===== src/rtl/shacal2_block_cipher_cbc_defines.svh =====
// assertion macros for the shacal-2 cbc block
// used by the modules that carry concurrent checks
`ifndef SHACAL2_BLOCK_CIPHER_CBC_DEFINES_SVH
`define SHACAL2_BLOCK_CIPHER_CBC_DEFINES_SVH
`ifndef SYNTH
`define SHA_ASSERT(lbl, clk, rstn, prop) \
  lbl: assert property (@(posedge clk) disable iff (!rstn) (prop)) else $error("assert");
`define SHA_ASSERT_NR(lbl, clk, prop) \
  lbl: assert property (@(posedge clk) (prop)) else $error("assert");
`else
`define SHA_ASSERT(lbl, clk, rstn, prop)
`define SHA_ASSERT_NR(lbl, clk, prop)
`endif
`endif


===== src/rtl/sha2c_pkg.sv =====
// package for the shacal-2 cbc block: types, round constants, round functions
// no dependencies
`timescale 1ns / 1ps
package sha2c_pkg;
  localparam int NumRounds = 64;
  localparam int NumKeyRegs = 8;
  localparam int RndW = 6;
  localparam int KeyIdxW = 3;

  typedef struct packed {
    logic        dec;
    logic        cbc;
    logic        start;
    logic [63:0] d0, d1, d2, d3;
    logic [63:0] v0, v1, v2, v3;
  } cmd_t;

  localparam int CmdW = $bits(cmd_t);

  function automatic logic [31:0] rc(input logic [5:0] i);
    logic [31:0] k [64];
    k = '{32'h428a2f98, 32'h71374491, 32'hb5c0fbcf, 32'he9b5dba5,
          32'h3956c25b, 32'h59f111f1, 32'h923f82a4, 32'hab1c5ed5,
          32'hd807aa98, 32'h12835b01, 32'h243185be, 32'h550c7dc3,
          32'h72be5d74, 32'h80deb1fe, 32'h9bdc06a7, 32'hc19bf174,
          32'he49b69c1, 32'hefbe4786, 32'h0fc19dc6, 32'h240ca1cc,
          32'h2de92c6f, 32'h4a7484aa, 32'h5cb0a9dc, 32'h76f988da,
          32'h983e5152, 32'ha831c66d, 32'hb00327c8, 32'hbf597fc7,
          32'hc6e00bf3, 32'hd5a79147, 32'h06ca6351, 32'h14292967,
          32'h27b70a85, 32'h2e1b2138, 32'h4d2c6dfc, 32'h53380d13,
          32'h650a7354, 32'h766a0abb, 32'h81c2c92e, 32'h92722c85,
          32'ha2bfe8a1, 32'ha81a664b, 32'hc24b8b70, 32'hc76c51a3,
          32'hd192e819, 32'hd6990624, 32'hf40e3585, 32'h106aa070,
          32'h19a4c116, 32'h1e376c08, 32'h2748774c, 32'h34b0bcb5,
          32'h391c0cb3, 32'h4ed8aa4a, 32'h5b9cca4f, 32'h682e6ff3,
          32'h748f82ee, 32'h78a5636f, 32'h84c87814, 32'h8cc70208,
          32'h90befffa, 32'ha4506ceb, 32'hbef9a3f7, 32'hc67178f2};
    return k[i];
  endfunction

  function automatic logic [31:0] ror(input logic [31:0] x, input int n);
    return (x >> n) | (x << (32 - n));
  endfunction
  function automatic logic [31:0] bs0(input logic [31:0] x);
    return ror(x, 2) ^ ror(x, 13) ^ ror(x, 22);
  endfunction
  function automatic logic [31:0] bs1(input logic [31:0] x);
    return ror(x, 6) ^ ror(x, 11) ^ ror(x, 25);
  endfunction
  function automatic logic [31:0] ss0(input logic [31:0] x);
    return ror(x, 7) ^ ror(x, 18) ^ (x >> 3);
  endfunction
  function automatic logic [31:0] ss1(input logic [31:0] x);
    return ror(x, 17) ^ ror(x, 19) ^ (x >> 10);
  endfunction
  function automatic logic [31:0] ch(input logic [31:0] x, y, z);
    return (x & y) ^ (~x & z);
  endfunction
  function automatic logic [31:0] maj(input logic [31:0] x, y, z);
    return (x & y) ^ (x & z) ^ (y & z);
  endfunction
endpackage


===== src/rtl/sha2c_front.sv =====
// front end: accepts beats into a two-entry command queue
// depends on sha2c_pkg
`timescale 1ns / 1ps
module sha2c_front (
  input  logic              clk_i,
  input  logic              rst_ni,
  input  logic              in_valid_i,
  output logic              in_stall_o,
  input  sha2c_pkg::cmd_t   cmd_i,
  output logic              q_valid_o,
  input  logic              q_pop_i,
  output sha2c_pkg::cmd_t   q_cmd_o
);
  sha2c_pkg::cmd_t mem_q [2];
  logic [1:0] cnt_q, cnt_d;
  logic       wp_q, rp_q;
  logic       push;

  assign in_stall_o = (cnt_q == 2'd2);
  assign push       = in_valid_i && !in_stall_o;
  assign q_valid_o  = (cnt_q != 2'd0);
  assign q_cmd_o    = mem_q[rp_q];

  always_comb begin
    cnt_d = cnt_q + 2'(push) - 2'(q_pop_i && q_valid_o);
  end

  always_ff @(posedge clk_i or negedge rst_ni) begin
    if (!rst_ni) begin
      cnt_q <= 2'd0;
      wp_q  <= 1'b0;
      rp_q  <= 1'b0;
    end else begin
      cnt_q <= cnt_d;
      if (push) wp_q <= !wp_q;
      if (q_pop_i && q_valid_o) rp_q <= !rp_q;
    end
  end

  always_ff @(posedge clk_i) begin
    if (push) mem_q[wp_q] <= cmd_i;
  end
endmodule


===== config.mk =====
export PLATFORM = sky130hd
export DESIGN_NAME = sha2c_front
export DESIGN_NICKNAME = d
export VERILOG_FILES = /design/src/rtl/shacal2_block_cipher_cbc_defines.svh /design/src/rtl/sha2c_pkg.sv /design/src/rtl/sha2c_front.sv
export SDC_FILE = /design/constraint.sdc
export NUM_CORES = 1
export LEC_CHECK = 0
export BUFFER_PORTS_ARGS = -buffer_cell sky130_fd_sc_hd__buf_4
export CAP_MARGIN = 20
export CORE_AREA = 2 2 402 404
export DETAILED_ROUTE_END_ITERATION = 12
export DIE_AREA = 0 0 404 406
export GPL_ROUTABILITY_DRIVEN = 0
export GPL_TIMING_DRIVEN = 0
export HOLD_SLACK_MARGIN = 0.08
export PLACE_DENSITY = 0.53
export SYNTH_ARGS = -nofsm -noshare
export SYNTH_HDL_FRONTEND = slang
export SYNTH_SLANG_ARGS = --single-unit

===== constraint.sdc =====
create_clock -name clk_i -period 35.8 [get_ports clk_i]
set_input_delay 1.79 -clock clk_i [delete_from_list [all_inputs] [get_ports clk_i]]
set_output_delay 1.79 -clock clk_i [all_outputs]
set_load 0.01 [all_outputs]

==> metrics <==
max frequency 225 MHz; CTS root buf clkbuf_16; CP required 34.01 ns; Synth Warn # 0; Final setup viols 0; Post-Route WL 115,000 um; Cells after DPL 4,773; relative slew slack 49.9%; Buffers on Ports 1,035; top-area cell type share of the netlist area 82.7%; grt ovf 0; Sinks on Clock Net 1,034; Crit. End Element output port; Remaining DRCs 0; Area contributors post-synth edfxtp_1 83%, mux2_2 15%, buf_6 0.81%, mux2_1 0.63%, buf_2 0.40%; row count 147; Clock Skew 0.0274 ns; Post-Syn Area 37,400 um2; Synth Area per Inst 23.1 um2; largest net degree at the start of global routing 60; Worst Tran Pin Value 0.750 ns; register bit total from synthesis 1,034; Syn Nets 2,141; cells after synthesis 1,620; peak supply drop 0.0524 mV; layout cells sized above 1 61.4%; final worst path period share 12.4%; H-tree levels 3; Worst Path Arrival 2.66 ns; Fillers 15,500; post-synthesis sequential area ratio 83.0%; Post-CTS Hold Buffers 0; synth unique cells 16; DP HPWL 86,000 um; DRT antenna net count 0; dominant cell type by area after synthesis edfxtp_1; area delta synth->final 39.6%; Clock Path Buffers 3; clk_lat worst skew 0.75 ns; global-route wire length before repair 154,000 um; WL per Instance 23.0 um; Power Total 4.37 mW; Setup crit start kind flip-flop; Die Width 404 um; Final Critical Period 4.45 ns; vias per std cell 3.98; die footprint 164,000 um2; Pins Over Slew Limit 0; power per cell area 83.8 nW/um2; 1st-iter DRT viols 1,141; Die Height 406 um; Setup CP Type reg2out; via total after detailed routing 19,900; CTS tree yes; critical path peak fanout 10; vias in the first global route 20,700; Final WS setup 31.35 ns; Initial Utilization 23.4%; Max Cap Violations 0; drt first pass iters 5; PostCTS Resize Cnt 0; clock buffer count from CTS 114; clk slew on worst S/H paths 0.06 ns; leakage power 19.0 nW; initial antenna violation count 20; status completed; Setup Fix Bufs, Post-CTS 0; DP Worst Slack 31.14 ns; gr usage total 13.3%; nets@finish 3,324; Core ar. 160,000 um2; non-filler cells, final 4,989; RSZ-0062 raised after global routing false; num ports 1,036; Final Hold Fails 0; Hold/Removal Path Class reg2reg
-- layout by cell type, fill, tap and decap left out, types with 2 or more instances in the layout --
cell,n
inv_6,5
inv_16,2
clkinvlp_4,8
buf_4,1035
diode_2,5
mux2_1,21
inv_1,2
buf_12,17
clkinv_1,23
buf_6,27
ha_1,2
buf_16,15
xnor2_1,3
dfrtp_1,4
edfxtp_1,1030
bufinv_16,9
clkbuf_1,31
clkbuf_16,116
buf_2,30
clkinv_4,2
clkinv_2,13
mux2_2,494
-- cell families (layout without fill, tap and decap cells) --
group                    Yosys count  count (layout)  share of synthesized area (%)
multiplexers                     515             515                           15.5
other                              0               5                              0
AND/OR/NAND/NOR                    6               6                         0.0870
adder cells (fa/ha/maj)            2               2                         0.0669
flip-flops                      1034            1034                           83.0
XOR/XNOR                           4               4                         0.0937
buffers and inverters             59            1337                           1.24
-- worst paths after layout --
check,cells past startpoint,start,to,slack [ns]
worst max-delay path,4,rp_q,q_cmd_o[98],31.35
worst min-delay path,1,cnt_q[0],cnt_q[0],0.52
max in group asynchronous,1,rst_ni,wp_q,34.85
worst max register to register,10,cnt_q[1],mem_q[0][109],32.57
worst min register to register,1,cnt_q[0],cnt_q[0],0.52
min in group asynchronous,1,rst_ni,cnt_q[1],0.84
-- report_power, final --
part / switching, mW / internal, mW / total (mW)
logic: 0.810 / 0.714 / 1.52
registers: 0.0470 / 1.65 / 1.70
clock network: 0.490 / 0.661 / 1.15
-- cells in the mapped netlist (all sizes together) --
| cell type | number |
|---|---|
| and2 | 1 |
| and3 | 1 |
| buf | 57 |
| dfrtp | 4 |
| edfxtp | 1030 |
| ha | 2 |
| inv | 2 |
| mux2 | 515 |
| nand2 | 1 |
| nand2b | 1 |
| nor2 | 1 |
| or2 | 1 |
| xnor2 | 3 |
| xor2 | 1 |
-- sequential cells by signal, indices dropped and copies added (netlist names) --
register  cells
wp_q          1
cnt_q         2
mem_q      1030
rp_q          1
-- per-layer routing --
layer	up-vias	routed length, um	global-route usage [%]
li1	8896	-	-
met1	10100	41400	14.3
met2	719	58600	23.2
met3	185	10600	5.43
met4	22	3940	5.45
met5	-	137	0
-- metrics by stage --
stage / util, % / TNS (ns) / hold WS, ns / cell area (um2)
floorplan: - / 0 / 0.461 / 37400
global placement: 29.9 / -2487.81 / 0.476 / 47800
detailed placement: 30.4 / 0 / 0.507 / 48500
CTS: 32.7 / 0 / 0.520 / 52200
global route: 32.7 / 0 / 0.558 / 52200
finish: 32.7 / 0 / 0.516 / 52200
-- area by class of cell --
cell class / count / area [um2] / area share [%]
multi-input cells: 527 / 5900 / 11.3
diodes: 5 / 12.5 / 0.0240
inverters: 2 / 7.51 / 0.0144
flip-flops and latches: 1034 / 31000 / 59.5
repair buffers: 1067 / 8520 / 16.3
clock inverters: 64 / 611 / 1.17
clock buffers: 147 / 3020 / 5.79
well taps: 2086 / 2610 / 5.00
plain buffers: 57 / 454 / 0.871
-- critical path, cell delays in order, from the launching register on --
cell	delay, ns
dfrtp_1	0.36
buf_2	0.45
buf_2	0.43
mux2_2	0.46
buf_4	0.19
No activity file was read; power rests on OpenSTA's default activity.
